==> src/rtl/core/mkds_pkg.sv <==
// Package for the debouncing keypad scanner: sizes, register indexes and
// reset values shared by the lane, merge and top-level modules.
// No dependencies.
`timescale 1ns / 1ps

package mkds_pkg;

  // Default keypad geometry
  localparam int unsigned ROWS_DEF = 4;
  localparam int unsigned COLS_DEF = 4;

  // Column levels carried by one item
  localparam int unsigned SAMPLE_W = 4;

  // Field widths
  localparam int unsigned ROW_IDX_W = 2;
  localparam int unsigned CODE_W    = 4;
  localparam int unsigned CNT_W     = 8;
  localparam int unsigned IN_DATA_W  = 8;
  localparam int unsigned OUT_DATA_W = 8;

  // Most events one item may emit
  localparam int unsigned MAX_EVENTS = 4;
  localparam int unsigned EV_CNT_W   = $clog2(MAX_EVENTS);

  // Configuration port
  localparam int unsigned CFG_IDX_W = 2;
  localparam logic [CFG_IDX_W-1:0] REG_PRESS_THRESHOLD = 2'd0;
  localparam logic [CFG_IDX_W-1:0] REG_COUNT_LIMIT     = 2'd1;

  localparam logic [CNT_W-1:0] PRESS_THRESHOLD_RST = 8'd3;
  localparam logic [CNT_W-1:0] COUNT_LIMIT_RST     = 8'd250;

endpackage

==> src/rtl/core/mkds_lane.sv <==
// One column lane of the keypad scanner: the held counters of one column,
// one per row, with the saturating update and threshold compare.
// Depends on mkds_pkg.
`timescale 1ns / 1ps

module mkds_lane #(
  parameter int unsigned ROWS = mkds_pkg::ROWS_DEF
) (
  input  logic                            clk_i,
  input  logic                            rst_ni,
  input  logic                            upd_i,
  input  logic [(ROWS > 1 ? $clog2(ROWS) : 1)-1:0] row_i,
  input  logic                            high_i,
  input  logic [mkds_pkg::CNT_W-1:0]      threshold_i,
  input  logic [mkds_pkg::CNT_W-1:0]      limit_i,
  output logic                            hit_o
);

  logic [mkds_pkg::CNT_W-1:0] cnt_q [ROWS];
  logic [mkds_pkg::CNT_W-1:0] cnt_cur;
  logic [mkds_pkg::CNT_W-1:0] cnt_d;

  // Count up while high, stop at the limit, clear when low
  always_comb begin
    cnt_cur = cnt_q[row_i];
    if (high_i) begin
      if (cnt_cur < limit_i) begin
        cnt_d = cnt_cur + 8'd1;
      end else begin
        cnt_d = cnt_cur;
      end
    end else begin
      cnt_d = '0;
    end
  end

  assign hit_o = upd_i && (cnt_d == threshold_i);

  // Hold the counters; write back the driven row
  always_ff @(posedge clk_i or negedge rst_ni) begin
    if (!rst_ni) begin
      for (int r = 0; r < ROWS; r++) begin
        cnt_q[r] <= '0;
      end
    end else if (upd_i) begin
      cnt_q[row_i] <= cnt_d;
    end
  end

endmodule

==> src/rtl/core/mkds_merge.sv <==
// Merge stage of the keypad scanner: takes the hit mask of one item and
// emits key codes in column order, at most MAX_EVENTS, through an output
// register. Depends on mkds_pkg.
`timescale 1ns / 1ps

module mkds_merge #(
  parameter int unsigned COLS = mkds_pkg::COLS_DEF
) (
  input  logic                             clk_i,
  input  logic                             rst_ni,
  input  logic                             load_i,
  input  logic [COLS-1:0]                  mask_i,
  input  logic [mkds_pkg::CODE_W-1:0]      base_i,
  output logic                             load_ready_o,
  output logic                             out_valid_o,
  input  logic                             out_ready_i,
  output logic [mkds_pkg::CODE_W-1:0]      out_code_o,
  output logic                             out_last_o
);

  localparam int unsigned ColW = (COLS > 1) ? $clog2(COLS) : 1;

  logic                              ev_valid_q, ev_valid_d;
  logic [COLS-1:0]                   ev_mask_q, ev_mask_d;
  logic [mkds_pkg::CODE_W-1:0]       ev_base_q;
  logic [mkds_pkg::EV_CNT_W-1:0]     ev_cnt_q, ev_cnt_d;
  logic                              out_valid_q, out_valid_d;
  logic [mkds_pkg::CODE_W-1:0]       out_code_q;
  logic                              out_last_q;

  logic [COLS-1:0] pick;
  logic [COLS-1:0] rest;
  logic [ColW-1:0] pick_col;
  logic            pick_last;
  logic            out_adv;
  logic            emit;

  // Isolate the lowest pending column
  assign pick = ev_mask_q & (~ev_mask_q + COLS'(1));
  assign rest = ev_mask_q & ~pick;

  always_comb begin
    pick_col = '0;
    for (int j = 0; j < COLS; j++) begin
      if (pick[j]) begin
        pick_col = pick_col | ColW'(j);
      end
    end
  end

  assign pick_last = (rest == '0) ||
                     (ev_cnt_q == mkds_pkg::EV_CNT_W'(mkds_pkg::MAX_EVENTS - 1));
  assign out_adv   = !out_valid_q || out_ready_i;
  assign emit      = ev_valid_q && out_adv;

  assign load_ready_o = !ev_valid_q || (emit && pick_last);

  // Advance the pending item: a new load replaces a finished one
  always_comb begin
    ev_valid_d = ev_valid_q;
    ev_mask_d  = ev_mask_q;
    ev_cnt_d   = ev_cnt_q;
    if (emit) begin
      ev_mask_d = rest;
      ev_cnt_d  = ev_cnt_q + mkds_pkg::EV_CNT_W'(1);
      if (pick_last) begin
        ev_valid_d = 1'b0;
      end
    end
    if (load_i) begin
      ev_valid_d = 1'b1;
      ev_mask_d  = mask_i;
      ev_cnt_d   = '0;
    end
  end

  always_comb begin
    out_valid_d = out_valid_q;
    if (emit) begin
      out_valid_d = 1'b1;
    end else if (out_ready_i) begin
      out_valid_d = 1'b0;
    end
  end

  always_ff @(posedge clk_i or negedge rst_ni) begin
    if (!rst_ni) begin
      ev_valid_q  <= 1'b0;
      ev_cnt_q    <= '0;
      out_valid_q <= 1'b0;
    end else begin
      ev_valid_q  <= ev_valid_d;
      ev_cnt_q    <= ev_cnt_d;
      out_valid_q <= out_valid_d;
    end
  end

  // Payload registers
  always_ff @(posedge clk_i) begin
    ev_mask_q <= ev_mask_d;
    if (load_i) begin
      ev_base_q <= base_i;
    end
    if (emit) begin
      out_code_q <= ev_base_q + mkds_pkg::CODE_W'(pick_col);
      out_last_q <= pick_last;
    end
  end

  assign out_valid_o = out_valid_q;
  assign out_code_o  = out_code_q;
  assign out_last_o  = out_last_q;

`ifndef SYNTHESIS
  a_pending_nonempty: assert property (@(posedge clk_i) disable iff (!rst_ni)
    ev_valid_q |-> (ev_mask_q != '0))
    else $error("pending item with empty mask");

  a_pick_onehot: assert property (@(posedge clk_i) disable iff (!rst_ni)
    emit |-> $onehot(pick))
    else $error("column pick not one-hot");

  a_load_when_free: assert property (@(posedge clk_i) disable iff (!rst_ni)
    load_i |-> load_ready_o)
    else $error("item loaded while merge stage busy");

  a_load_then_pending: assert property (@(posedge clk_i) disable iff (!rst_ni)
    load_i |=> (ev_valid_q && (ev_cnt_q == '0)))
    else $error("loaded item not pending");
`endif

endmodule

==> src/rtl/core/matrix_keypad_debounce_scanner_core.sv <==
// Top level of the debouncing keypad scanner: config registers, one lane
// per column and the merge stage that emits key codes.
// Depends on mkds_pkg, mkds_lane and mkds_merge.
`timescale 1ns / 1ps

// Channel   Dir  Handshake                    Payload
// s_axis    in   s_axis_tvalid/s_axis_tready  tdata[1:0] row_index, [5:2] column_bits
// m_axis    out  m_axis_tvalid/m_axis_tready  tdata[3:0] key_code, tlast last_event
// cfg       in   cfg_valid_i/cfg_ready_o      cfg_index_i, cfg_data_i
//
// Counters of the driven row update in the cycle an item is accepted, one lane
// per column, so items may follow each other in consecutive cycles while the
// merge stage is free, which sets the rate. An item emits at most four key codes
// and holds the merge stage until its last code goes out; no-event items skip it.
// Reset clears all held counters at once and loads the register defaults.
// A stalled output holds the merge stage, which in turn holds the input.

module matrix_keypad_debounce_scanner_core #(
  parameter int unsigned ROWS = mkds_pkg::ROWS_DEF,
  parameter int unsigned COLS = mkds_pkg::COLS_DEF
) (
  input  logic                                clk_i,
  input  logic                                rst_ni,
  input  logic                                s_axis_tvalid,
  output logic                                s_axis_tready,
  input  logic [mkds_pkg::IN_DATA_W-1:0]      s_axis_tdata,  // row_index, column_bits
  output logic                                m_axis_tvalid,
  input  logic                                m_axis_tready,
  output logic [mkds_pkg::OUT_DATA_W-1:0]     m_axis_tdata,  // key_code
  output logic                                m_axis_tlast,
  input  logic                                cfg_valid_i,
  output logic                                cfg_ready_o,
  input  logic [mkds_pkg::CFG_IDX_W-1:0]      cfg_index_i,
  input  logic [mkds_pkg::CNT_W-1:0]          cfg_data_i
);

  localparam int unsigned RowW = (ROWS > 1) ? $clog2(ROWS) : 1;
  localparam logic [4:0]  RowsW5 = 5'(ROWS);
  localparam logic [7:0]  ColsW8 = 8'(COLS);

  logic [mkds_pkg::CNT_W-1:0] threshold_q;
  logic [mkds_pkg::CNT_W-1:0] limit_q;

  logic [mkds_pkg::ROW_IDX_W-1:0] row_index;
  logic [mkds_pkg::SAMPLE_W-1:0]  column_bits;
  logic                           accept;
  logic                           row_ok;
  logic                           upd;
  logic [RowW-1:0]                lane_row;
  logic [7:0]                     base_full;
  logic [COLS-1:0]                hits;
  logic                           load_ready;
  logic [mkds_pkg::CODE_W-1:0]    key_code;

  // Unpack the input item
  assign row_index   = s_axis_tdata[1:0];
  assign column_bits = s_axis_tdata[5:2];

  assign accept   = s_axis_tvalid && s_axis_tready;
  assign row_ok   = (5'(row_index) < RowsW5);
  assign upd      = accept && row_ok;
  assign lane_row = RowW'(row_index);
  assign base_full = 8'(row_index) * ColsW8;

  // Configuration registers
  assign cfg_ready_o = 1'b1;

  always_ff @(posedge clk_i or negedge rst_ni) begin
    if (!rst_ni) begin
      threshold_q <= mkds_pkg::PRESS_THRESHOLD_RST;
      limit_q     <= mkds_pkg::COUNT_LIMIT_RST;
    end else if (cfg_valid_i) begin
      unique case (cfg_index_i)
        mkds_pkg::REG_PRESS_THRESHOLD: threshold_q <= cfg_data_i;
        mkds_pkg::REG_COUNT_LIMIT:     limit_q     <= cfg_data_i;
        default: ;
      endcase
    end
  end

  // One lane per column; columns without a sample bit read low
  for (genvar j = 0; j < COLS; j++) begin : g_lane
    logic high;
    if (j < mkds_pkg::SAMPLE_W) begin : g_sampled
      assign high = column_bits[j];
    end else begin : g_unsampled
      assign high = 1'b0;
    end

    mkds_lane #(
      .ROWS(ROWS)
    ) u_lane (
      .clk_i      (clk_i),
      .rst_ni     (rst_ni),
      .upd_i      (upd),
      .row_i      (lane_row),
      .high_i     (high),
      .threshold_i(threshold_q),
      .limit_i    (limit_q),
      .hit_o      (hits[j])
    );
  end

  // Merge the lane hits into ordered key codes
  mkds_merge #(
    .COLS(COLS)
  ) u_merge (
    .clk_i       (clk_i),
    .rst_ni      (rst_ni),
    .load_i      (upd && (hits != '0)),
    .mask_i      (hits),
    .base_i      (base_full[3:0]),
    .load_ready_o(load_ready),
    .out_valid_o (m_axis_tvalid),
    .out_ready_i (m_axis_tready),
    .out_code_o  (key_code),
    .out_last_o  (m_axis_tlast)
  );

  assign s_axis_tready = load_ready;
  assign m_axis_tdata  = {4'b0000, key_code};

endmodule
==> config.mk <==
export PLATFORM = sky130hd
export DESIGN_NAME = matrix_keypad_debounce_scanner_core
export DESIGN_NICKNAME = d
export VERILOG_FILES = /design/src/rtl/core/mkds_pkg.sv /design/src/rtl/core/mkds_lane.sv /design/src/rtl/core/mkds_merge.sv /design/src/rtl/core/matrix_keypad_debounce_scanner_core.sv
export SDC_FILE = /design/constraint.sdc
export NUM_CORES = 1
export LEC_CHECK = 0
export ABC_AREA = 1
export BUFFER_PORTS_ARGS = -buffer_cell sky130_fd_sc_hd__buf_4
export CORE_MARGIN = 2
export CORE_UTILIZATION = 30
export CTS_CLUSTER_SIZE = 10
export DETAILED_ROUTE_END_ITERATION = 10
export MAX_ROUTING_LAYER = met4
export SYNTH_ARGS = -nofsm -noshare
export SYNTH_HDL_FRONTEND = slang
export SYNTH_SLANG_ARGS = --single-unit
==> constraint.sdc <==
create_clock -name clk_i -period 5.35 [get_ports clk_i]
set_input_delay 0.535 -clock clk_i [delete_from_list [all_inputs] [get_ports clk_i]]
set_output_delay 0.535 -clock clk_i [all_outputs]
set_load 0.005 [all_outputs]
==> out/metrics.cfg, run 1 <==
[synth]
yosysTopAreaCell = dfrtp_1
ys.flop_type = dfrtp_1
ys_seq_area_share_pct = 41.5
yosys-top-cells-count = 507 x nand2_1, 145 x o21ai_0, 140 x dfrtp_1
synth.area.top_cells = dfrtp_1 36%, nand2_1 20%, o21ai_0 7.4%, nand3_1 4.4%, ha_1 4.2%
synth_edf_count = 11
synth_top_family_by_area = simple AND/OR/NAND/NOR gates
synth_top_area_share_pct = 35.9
yosysMostFrequentCell = nand2_1
async_flop_share_pct = 93.1
synth.distinct_cells = 44
synth_xor_area_share_pct = 0.0898
synthSimpleGateAreaFrac_pct = 36.5
synth.cell_area_um2 = 9750
syn_avg_cell_area_um2 = 7.40
synth_cells = 1318
synth_compound_area_share_pct = 9.21
ys_warn_count = 0
synth.area.mux_share_pct = 0.103
synth-adder-area-share_pct = 4.23
ys_seq_elements = 159

[pwr]
ir_worst_vdd_mv = 0.158
power.density_nw_per_um2 = 360
finalPower_mw = 3.91
p_leak_nw = 5.36

[die]
core_um2 = 32300
rows = 66
die_x_um = 184
die_area_um2 = 34000
io_pins = 35
initial_core_util_pct = 30.2
die_h_um = 184

[cts]
numCtsBuffers = 17
cts_buffer_depth = 2
cts.htree.levels = 4
cts_resized = 0
clkTransAtPathRegs_ps = 70
clkLatencyLatePin_ps = 450
cts.sinks = 159
hold_buffers = 0
cts_setup_buffers = 0
cts_tree = yes
cts_root_buffer = clkbuf_16

[sta]
report.final.slew_viol_count = 0
slew_headroom_pct = 24.7
rsz0062_at_grt = no
fin_crit_sh_pct = 77.4
worst_slack_ps = 1210
whs_ps = 179
tightest_slew_ps = 1130
fin_crit_ps = 4140
timing_hold_violations_final = 0
maxClockFrequency_mhz = 242
fin_worst_skew_ps = 14.3
setup_viol = 0
setup_tns_ps = 0

[critical_path]
crit_type = input port to flip-flop
start_kind = input port
arrival_ps = 4270
rrSetupSlack_ps = 1590
crit_slowest_cell = buf_4
max_stage_delay_ps = 390
required_ps = 5480
crit_top_cell = nand2_1
worst-path-max-fanout = 25
end_kind = flip-flop
crit_chain = buf_4, nor2_4, nand2_1, nand2_1, nor3_1, inv_1, ha_1, a21o_1, a21oi_2, nand2_1, nor3_1, nand2_1, nand2_1, nand3_2, and2_1, nor2_1, nand3_1, nor2_2, nor2_4, nand3_1

[place]
dpl.hpwl_um = 18600
numPortBuffers = 27
gp_congestion = 0.912
post-place-ws_ps = 770

[route]
drtAntennaViolNets = 0
wire_per_inst_um = 15.3
drc = 0
dr.pass1.iters = 5
wl_um = 27100
vias_per_cell = 4.81
drtIter0Drc = 823
vias = 8551

[final_layout]
drive_gt1_share_pct = 13.8
nets = 1376
syn2layout_area_growth_pct = 11.2
n_fill_cell = 3416

[min_path]
min_path_type = input port to async pin

[global_routing]
grt_pass1_vias = 8188
grt_pass1_wl_um = 44500
track_usage_pct = 17.4
grt_start_max_net_pins = 105
grt_overflow_total = 0
antenna_found_initial = 1

[job]
maxCapViolCount = 0

[run_status]
outcome = complete, no violations

[power by group]
group | internal [mW] | leakage [nW] | switching [mW]
registers | 1.44 | 2.09 | 0.135
logic | 0.344 | 2.97 | 0.711
clock network | 0.743 | 0.298 | 0.537
total | 2.53 | 5.36 | 1.38
[registers in the layout, summed over array words and instances, names as in the netlist]
name,count
u_merge.ev_base_q,2
threshold_q,8
limit_q,8
u_merge.out_code_o,4
u_merge.out_valid_o,1
g_lane.u_lane.cnt_q,128
u_merge.ev_valid_q,1
u_merge.out_last_o,1
u_merge.ev_mask_q,4
u_merge.ev_cnt_q,2
[worst paths after layout]
path,end,cells after the start,from
worst max-delay path,u_merge.ev_mask_q[2]$_DFFE_PP_,20,s_axis_tdata[1]
worst min-delay path,g_lane[2].u_lane.cnt_q[3]$_DFFE_PN0P_,1,rst_ni
worst max register to register,u_merge.ev_mask_q[2]$_DFFE_PP_,18,g_lane[2].u_lane.cnt_q[15]$_DFFE_PN0P_
worst min register to register,u_merge.out_code_o[2]$_DFFE_PP_,0,u_merge.ev_base_q[2]$_DFFE_PP_
max in group asynchronous,g_lane[3].u_lane.cnt_q[25]$_DFFE_PN0P_,2,rst_ni
min in group clk_i,limit_q[7]$_DFFE_PN1P_,3,cfg_data_i[7]
[layout by cell type, fill, tap and decap left out, types with 3 or more instances in the layout]
cell type  instances
o21ai_0          145
nand2_2           22
nor2_2            22
dfrtp_1          140
nand2_4            3
nor2_4            13
nor3_1             6
clkbuf_16         17
buf_4             34
dfstp_2            8
inv_6              4
ha_1              33
clkinv_1           4
nand4_2            3
inv_2             14
a21oi_2            3
nand3_2           21
a21oi_1           11
a21o_1             4
nor2_1            57
clkinv_4           3
nand2_1          507
edfxtp_1          11
conb_1             5
bufinv_16          3
nand3b_1           3
nand4_1           27
nand3_1           85
inv_1            100
[metrics by stage]
stage / area, µm² / utilization, % / instances
2_1_floorplan: 9760 / - / 1321
3_3_place_gp: 10200 / 31.7 / 1743
3_5_place_dp: 10200 / 31.7 / 1743
4_1_cts: 10800 / 33.6 / 1775
5_1_grt: 10800 / 33.6 / 1776
6_report: 10800 / 33.6 / 1776
[worst max-delay path, delay by kind of cell]
family | cells | cell delay (ps)
AO/OA/AOI/OAI | 2 | 500
AND/OR/NAND/NOR | 15 | 2330
adder cells (fa/ha/maj) | 1 | 320
buffers and inverters | 2 | 550
[cell type report]
type / count / area [µm²] / area share, %
Inverter: 120 / 455 / 4.20
Sequential cell: 159 / 4040 / 37.3
Tap cell: 442 / 553 / 5.10
Clock buffer: 18 / 429 / 3.96
Clock inverter: 14 / 180 / 1.66
Antenna cell: 1 / 2.50 / 0.0231
Multi-Input combinational cell: 987 / 4910 / 45.3
Timing Repair Buffer: 35 / 267 / 2.46
[layer usage]
layer / GRT usage (%) / share of wire [%]
met5: - / 0
met1: 22.4 / 46
met2: 27.9 / 46
met3: 2.73 / 5.3
met4: 5.82 / 2.3
[logic make-up (layout without fill, tap and decap cells)]
group                      after synthesis  after routing
AOI/OAI and AO/OA                      170            170
xor gates and xnor gates                 1              1
adders and majority gates               33             33
buffers and inverters                  175            187
DFF                                    159            159
muxes                                    1              1
other                                    2              6
and+or+nand+nor                        777            777
(Power assumes the default switching activity.)
==> inputs of run 2 (changes only) <==
==> constraint.sdc (replaced) <==
create_clock -name clk_i -period 3.7 [get_ports clk_i]
set_input_delay 0.37 -clock clk_i [delete_from_list [all_inputs] [get_ports clk_i]]
set_output_delay 0.37 -clock clk_i [all_outputs]
set_load 0.005 [all_outputs]
==> run 2 against run 1 <==
- the run now ends with hold timing left
- die area unchanged
- flip-flop and latch count unchanged
- global-route usage about the same
- sequential share of layout area decreased by 2.5 points
==> out/metrics.cfg, run 2 (synthesized netlist as in run 1, its figures left out) <==
[place]
dpl.hpwl_um = 19500  ; +4.6%
dpl_cell_area_um2 = 11000  ; +7.6%
numPortBuffers = 27  ; unchanged
gp_congestion = 0.928  ; +1.8%

[die]
rows = 66  ; unchanged
die_area_um2 = 34000  ; unchanged
core_um2 = 32300  ; unchanged
initial_core_util_pct = 30.2  ; unchanged
die_h_um = 184  ; unchanged
io_pins = 35  ; unchanged
die_x_um = 184  ; unchanged

[route]
dr.pass1.iters = 6  ; +1
vias_per_cell = 4.66  ; -3.1%
vias = 8700  ; +1.7%
wl_um = 27400  ; +1.1%
drc = 0  ; unchanged
drtIter0Drc = 861  ; +4.6%
wire_per_inst_um = 14.7  ; -3.8%
drtAntennaViolNets = 0  ; unchanged

[final_layout]
drive_gt1_share_pct = 19.3  ; +5.5 points
regMostFlops = g_lane.u_lane.cnt_q
nets = 1466  ; +6.5%
layout_common_cells = 507 x nand2_1, 145 x o21ai_0, 140 x dfrtp_1
multi_input_area_um2 = 4910  ; unchanged
largest_reg_flops = 128  ; unchanged
stdcell_area_um2 = 11600  ; +7.2%
ff_latch_area_um2 = 4040  ; unchanged
syn2layout_area_growth_pct = 19.2
reg_top3 = g_lane.u_lane.cnt_q: 128 flops, limit_q: 8 flops, threshold_q: 8 flops
n_antenna_cell = 0  ; -1
mostFrequentLayoutCell = nand2_1
n_fill_cell = 3366  ; -1.5%

[cts]
clkLatencyLatePin_ps = 440  ; about the same
numCtsBuffers = 17  ; unchanged
cts_tree = yes
cts_resized = 0  ; unchanged
hold_buffers = 0  ; unchanged
cts.htree.levels = 4  ; unchanged
cts_root_buffer = clkbuf_16
cts_setup_buffers = 0  ; unchanged
clkTransAtPathRegs_ps = 70  ; about the same
cts.sinks = 159  ; unchanged
cts_buffer_depth = 2  ; unchanged

[pwr]
swShare_pct = 35.3  ; -0.10 points
switchingPower_mw = 2.07  ; +49%
finalPower_mw = 5.86  ; +50%
combPwrFrac_pct = 28.8  ; +1.8 points
power.density_nw_per_um2 = 504  ; +40%
p_leak_nw = 5.82  ; +8.6%
clkPwrFrac_pct = 32.3  ; -0.5 points
internal-power_mw = 3.79  ; +50%
ir_worst_vdd_mv = 0.228  ; +45%
seq_power_share_pct = 38.8  ; -1.5 points

[critical_path]
start_kind = flip-flop
required_ps = 3830  ; -1650 ps
crit_type = flip-flop to flip-flop
arrival_ps = 3420  ; -850 ps
end_kind = flip-flop
critical_path_buf_inv_count = 3  ; +1
crit_slowest_cell = dfrtp_1
crit_family = simple AND/OR/NAND/NOR gates
worst-path-max-fanout = 7  ; -72%
max_stage_delay_ps = 380  ; about the same
crit_chain = a22o_1, nor3_1, buf_4, inv_1, ha_1, a21oi_1, a21boi_2, buf_4, nand2_1, nand2_1, nand3_2, nand2_1, nand2_1, nor2_2, nand3_2, nor2_4, nor2_4, nand3_1
crit_top_cell = nand2_1

[run_status]
violations = hold timing
outcome = complete, but fails checks

[sta]
slew_headroom_pct = 50.7  ; +26 points
rsz0062_at_grt = no
report.final.slew_viol_count = 0  ; unchanged
setup_tns_ps = 0  ; unchanged
tightest_slew_ps = 739  ; -388 ps
whs_ps = -31.2  ; -210 ps
setup_viol = 0  ; unchanged
fin_worst_skew_ps = 8.51  ; -5.78 ps
maxClockFrequency_mhz = 304
timing_hold_violations_final = 37  ; +37
fin_crit_ps = 3280
fin_crit_sh_pct = 88.8

[global_routing]
antenna_found_initial = 0  ; -1
grt_start_max_net_pins = 78  ; -26%
grt_pass1_vias = 8160  ; -0.34%
grt_overflow_total = 0  ; unchanged
track_usage_pct = 17.4  ; -0.021 points
grt_pass1_wl_um = 44300  ; -0.42%

[job]
maxCapViolCount = 0  ; unchanged

[min_path]
min_path_type = input port to async pin

## run 2: worst register-to-register path: cells and delay by family (launching register included)
| kind | cells | cell delay [ps] |
|---|---|---|
| and+or+nand+nor | 11 | 1330 |
| DFF | 1 | 380 |
| adders and majority gates | 1 | 280 |
| buffers and inverters | 3 | 410 |
| AOI/OAI and AO/OA | 3 | 560 |
## run 2: worst paths after layout
| path | from | to | slack (ps) | depth (start not counted) |
|---|---|---|---|---|
| min reg2reg | u_merge.ev_base_q[3]$_DFFE_PP_ | u_merge.out_code_o[3]$_DFFE_PP_ | 420 | 0 |
| max | g_lane[3].u_lane.cnt_q[31]$_DFFE_PN0P_ | u_merge.ev_mask_q[2]$_DFFE_PP_ | 420 | 18 |
| min in group clk_i | cfg_data_i[7] | limit_q[7]$_DFFE_PN1P_ | 170 | 3 |
| min | rst_ni | g_lane[0].u_lane.cnt_q[11]$_DFFE_PN0P_ | -30 | 1 |
| max reg2reg | g_lane[3].u_lane.cnt_q[31]$_DFFE_PN0P_ | u_merge.ev_mask_q[2]$_DFFE_PP_ | 420 | 18 |
| max in group asynchronous | rst_ni | limit_q[5]$_DFFE_PN1P_ | 2850 | 2 |
## run 2: through the flow
step                instances  util (%)  setup slack, ps  hold WS (ps)
global placement         1833      34.1              117           402
finish                   1865      36.0              416         -31.2
floorplan                1321         -              284          74.4
CTS                      1865      36.0              392          4.87
global route             1865      36.0              169          32.6
detailed placement       1833      34.1             92.3           405
## run 2: area by class of cell
cell class | instances | share of cell area, %
Tap cell | 442 | 4.76
Inverter | 120 | 3.92
Timing Repair Buffer | 125 | 8.96
Multi-Input combinational cell | 987 | 42.2
Clock inverter | 15 | 1.69
Clock buffer | 17 | 3.66
Sequential cell | 159 | 34.8
## run 2: metal layers
| layer | vias up | global-route usage, % | part of all wire (%) |
|---|---|---|---|
| met3 | 46 | 3.26 | 5.5 |
| met2 | 210 | 27.4 | 46 |
| met1 | 4047 | 22.8 | 47 |
| li1 | 4397 | - | - |
| met5 | - | - | 0 |
| met4 | 0 | 5.15 | 2.3 |
## run 2: power by group through the flow
stage	clock network [mW]	registers [mW]	logic, mW
3_5_place_dp	0	2.30	1.68
2_1_floorplan	0	2.24	1.12
3_3_place_gp	0	2.29	1.66
4_1_cts	1.92	2.27	1.69
6_report	1.89	2.28	1.69
5_1_grt	1.99	2.31	1.92
==> inputs of run 3 (changes only) <==
--- a/config.mk
+++ b/config.mk
@@ -5,7 +5,6 @@
 export SDC_FILE = /design/constraint.sdc
 export NUM_CORES = 1
 export LEC_CHECK = 0
-export ABC_AREA = 1
 export BUFFER_PORTS_ARGS = -buffer_cell sky130_fd_sc_hd__buf_4
 export CORE_MARGIN = 2
 export CORE_UTILIZATION = 30
==> run 3 against run 2 <==
- the run ends with setup timing left
- first-iteration DRC count decreased by 31%
- combinational power grew 6%
- clock power fell by 6%
- final area grew 8.8%
- cell count decreased by 20%
- clock skew shrank 0.68 ps
- largest cell class unchanged
- synthesized area increased by 2.2%
- critical path depth down 7
- critical endpoint is now u_merge.ev_mask_q[1]$_DFFE_PP_
- register-to-register slack lost 450 ps
- die area grew 2.2%
- non-clock buffer count increased by 50
- synthesized cell count shrank 32%
==> out/metrics.cfg, run 3 <==
[die]
core_um2 = 32600  ; +1.0%
initial_core_util_pct = 30.6  ; +0.35 points
die_x_um = 186  ; +1.1%
die_area_um2 = 34700  ; +2.2%
io_pins = 35  ; unchanged
rows = 66  ; unchanged
die_h_um = 186  ; +1.1%

[global_routing]
grt_pass1_vias = 7762  ; -4.9%
antenna_found_initial = 0  ; unchanged
grt_overflow_total = 0  ; unchanged
grt_start_max_net_pins = 97  ; +24%
track_usage_pct = 17.1  ; -0.27 points
grt_pass1_wl_um = 44100  ; -0.48%

[final_layout]
regMostFlops = g_lane.u_lane.cnt_q
ff_latch_area_um2 = 4040  ; unchanged
stdcell_area_um2 = 12700  ; +8.8%
n_antenna_cell = 0  ; unchanged
syn2layout_area_growth_pct = 27.0
drive_gt1_share_pct = 43.2  ; +24 points
largest_reg_flops = 128  ; unchanged
mostFrequentLayoutCell = buf_4
nets = 1094  ; -25%
reg_top3 = g_lane.u_lane.cnt_q: 128 flops, limit_q: 8 flops, threshold_q: 8 flops
multi_input_area_um2 = 5930  ; +21%
instances_no_fill = 1493  ; -20%
n_fill_cell = 3146  ; -6.5%
layout_common_cells = 164 x buf_4, 140 x dfrtp_1, 135 x mux2_2
final_core_utilization_pct = 38.8  ; +2.8 points

[pwr]
p_leak_nw = 5.62  ; -3.4%
seq_power_share_pct = 38.1  ; -0.7 points
swShare_pct = 32.2  ; -3.1 points
combPwrFrac_pct = 31.2  ; +2.4 points
ir_worst_vdd_mv = 0.282  ; +24%
internal-power_mw = 3.89  ; +2.7%
switchingPower_mw = 1.85  ; -11%
finalPower_mw = 5.74  ; -2.0%
power.density_nw_per_um2 = 454  ; -9.9%
clkPwrFrac_pct = 30.8  ; -1.5 points

[sta]
report.final.slew_viol_count = 0  ; unchanged
rsz0062_at_grt = yes
fin_worst_skew_ps = 7.83  ; -0.677 ps
setup_viol = 5  ; +5
slew_headroom_pct = 36.5  ; -14 points
worst_slack_ps = -30.4  ; -446 ps
fin_crit_sh_pct = 101  ; +12 points
timing_hold_violations_final = 0  ; -100%
tightest_slew_ps = 948  ; +209 ps
maxClockFrequency_mhz = 268  ; -12%
fin_crit_ps = 3730  ; +446 ps

[place]
numPortBuffers = 27  ; unchanged
post-place-ws_ps = -560  ; -652 ps
dpl_cell_area_um2 = 11700  ; +6.5%
gp_congestion = 0.901  ; -2.9%
dpl.hpwl_um = 20200  ; +3.4%
post-place-cells = 1455  ; -21%

[cts]
cts.sinks = 159  ; unchanged
cts_buffer_depth = 2  ; unchanged
cts_tree = yes
cts_root_buffer = clkbuf_16
clkLatencyLatePin_ps = 440  ; about the same
clkTransAtPathRegs_ps = 70  ; about the same
cts.htree.levels = 4  ; unchanged
numCtsBuffers = 17  ; unchanged

[synth]
syn_avg_cell_area_um2 = 11.2  ; +51%
synth.distinct_cells = 81  ; +84%
synth_cells = 893  ; -32%
synth_top_area_share_pct = 35.1  ; -0.78 points
ys_seq_elements = 159  ; unchanged
yosysMostFrequentCell = dfrtp_1
yosysTopAreaCell = dfrtp_1
async_flop_share_pct = 93.1  ; unchanged
ys.flop_type = dfrtp_1
ys_seq_area_share_pct = 40.6  ; -0.90 points
synth_edf_count = 11  ; unchanged
synth.cell_area_um2 = 9970  ; +2.2%
ys_warn_count = 0  ; unchanged
yosys-top-cells-count = 140 x dfrtp_1, 135 x mux2_2, 65 x nand2_1
synth.area.top_cells = dfrtp_1 35%, mux2_2 15%, mux4_2 6.3%, ha_1 4.1%, edfxtp_1 3.3%

[run_status]
outcome = complete, but fails checks
violations = setup timing

[route]
drc = 0  ; unchanged
vias_per_cell = 5.25  ; +12%
wire_per_inst_um = 18.7  ; +27%
wl_um = 27900  ; +1.9%
drtAntennaViolNets = 0  ; unchanged
vias = 7834  ; -10%
drtIter0Drc = 597  ; -31%
dr.pass1.iters = 5  ; -1

[critical_path]
setup.worst_path.start = g_lane[3].u_lane.cnt_q[3]$_DFFE_PN0P_
rrSetupSlack_ps = -30  ; -450 ps
arrival_ps = 3910  ; +490 ps
crit_type = flip-flop to flip-flop
worstReg2RegStart = g_lane[3].u_lane.cnt_q[3]$_DFFE_PN0P_
start_kind = flip-flop
end_kind = flip-flop
r2r_end = u_merge.ev_mask_q[1]$_DFFE_PP_
required_ps = 3880  ; +50 ps
worst-path-max-fanout = 7  ; unchanged
reg2reg_depth = 11  ; -7

[job]
maxCapViolCount = 0  ; unchanged

[min_path]
min_path_type = input port to async pin

-- run 3: final cells by class --
class	instances	area share, %
flip-flops and latches	159	32.0
multi-input cells	657	46.9
inverters	28	0.860
well taps	442	4.37
clock buffers	20	3.45
repair buffers	175	11.4
clock inverters	12	1.05
-- run 3: worst max-delay path by stage --
stage | endpoint | slack [ps] | cells past startpoint
after floorplan | u_merge.ev_mask_q[0]$_SDFFCE_PN0P_ | -350 | 15
after global placement | u_merge.ev_mask_q[0]$_SDFFCE_PN0P_ | -520 | 13
after detailed placement | u_merge.ev_mask_q[1]$_DFFE_PP_ | -560 | 13
after CTS | u_merge.ev_mask_q[1]$_DFFE_PP_ | 3 | 10
after global routing | u_merge.ev_mask_q[2]$_DFFE_PP_ | -100 | 11
final | u_merge.ev_mask_q[1]$_DFFE_PP_ | -30 | 11
-- run 3: cell families (layout without fill, tap and decap cells) --
family                     after synthesis  in the layout  share of synthesized area, %
DFF                                    159            159                          40.6
muxes                                  192            192                          25.0
xor gates and xnor gates                29             29                          2.55
other                                    2              5                        0.0753
and+or+nand+nor                        265            266                          14.1
adders and majority gates               34             34                          4.24
buffers and inverters                   81            235                          3.92
AOI/OAI and AO/OA                      131            131                          9.57
-- run 3: power by group through the flow --
stage / Sequential, mW / Combinational [mW] / Clock, mW
2_1_floorplan: 2.14 / 1.07 / 0
3_3_place_gp: 2.20 / 1.66 / 0
3_5_place_dp: 2.22 / 1.68 / 0
4_1_cts: 2.18 / 1.73 / 1.80
5_1_grt: 2.22 / 1.94 / 1.86
6_report: 2.18 / 1.79 / 1.77
-- run 3: critical path, stage by stage, from the launching register on --
cell and delay, ps:
dfrtp_1 390, mux4_2 520, ha_4 260, a21oi_4 150, a21oi_2 80, or3_4 440, or4_4 490, and3_4 190
mux2i_1 160, o211a_2 230, nor4_4 50, or4b_4 520
-- run 3: per-stage QoR --
step	setup TNS, ps	hold slack, ps
after CTS	0	72.9
after floorplan	-3010	74.4
final	-125	37.5
after global routing	-927	102
after global placement	-5490	404
after detailed placement	-6000	421
-- run 3: per-layer routing --
layer,track usage (%),vias up,wire length [µm]
met2,27.8,193,13500
met5,-,-,0
met4,4.98,0,531
met1,22.4,3984,12800
li1,-,3623,-
met3,2.28,34,1010
-- run 3: what timing repair did --
action                                  4_1_cts  5_1_grt
hold endpoints to repair                      0        0
pin swaps                                     5       10
resized for setup                            26       33
endpoints found under the setup margin       12       12
buffers inserted                              1        3
hold buffers                                  0        0
cloned                                        1        1
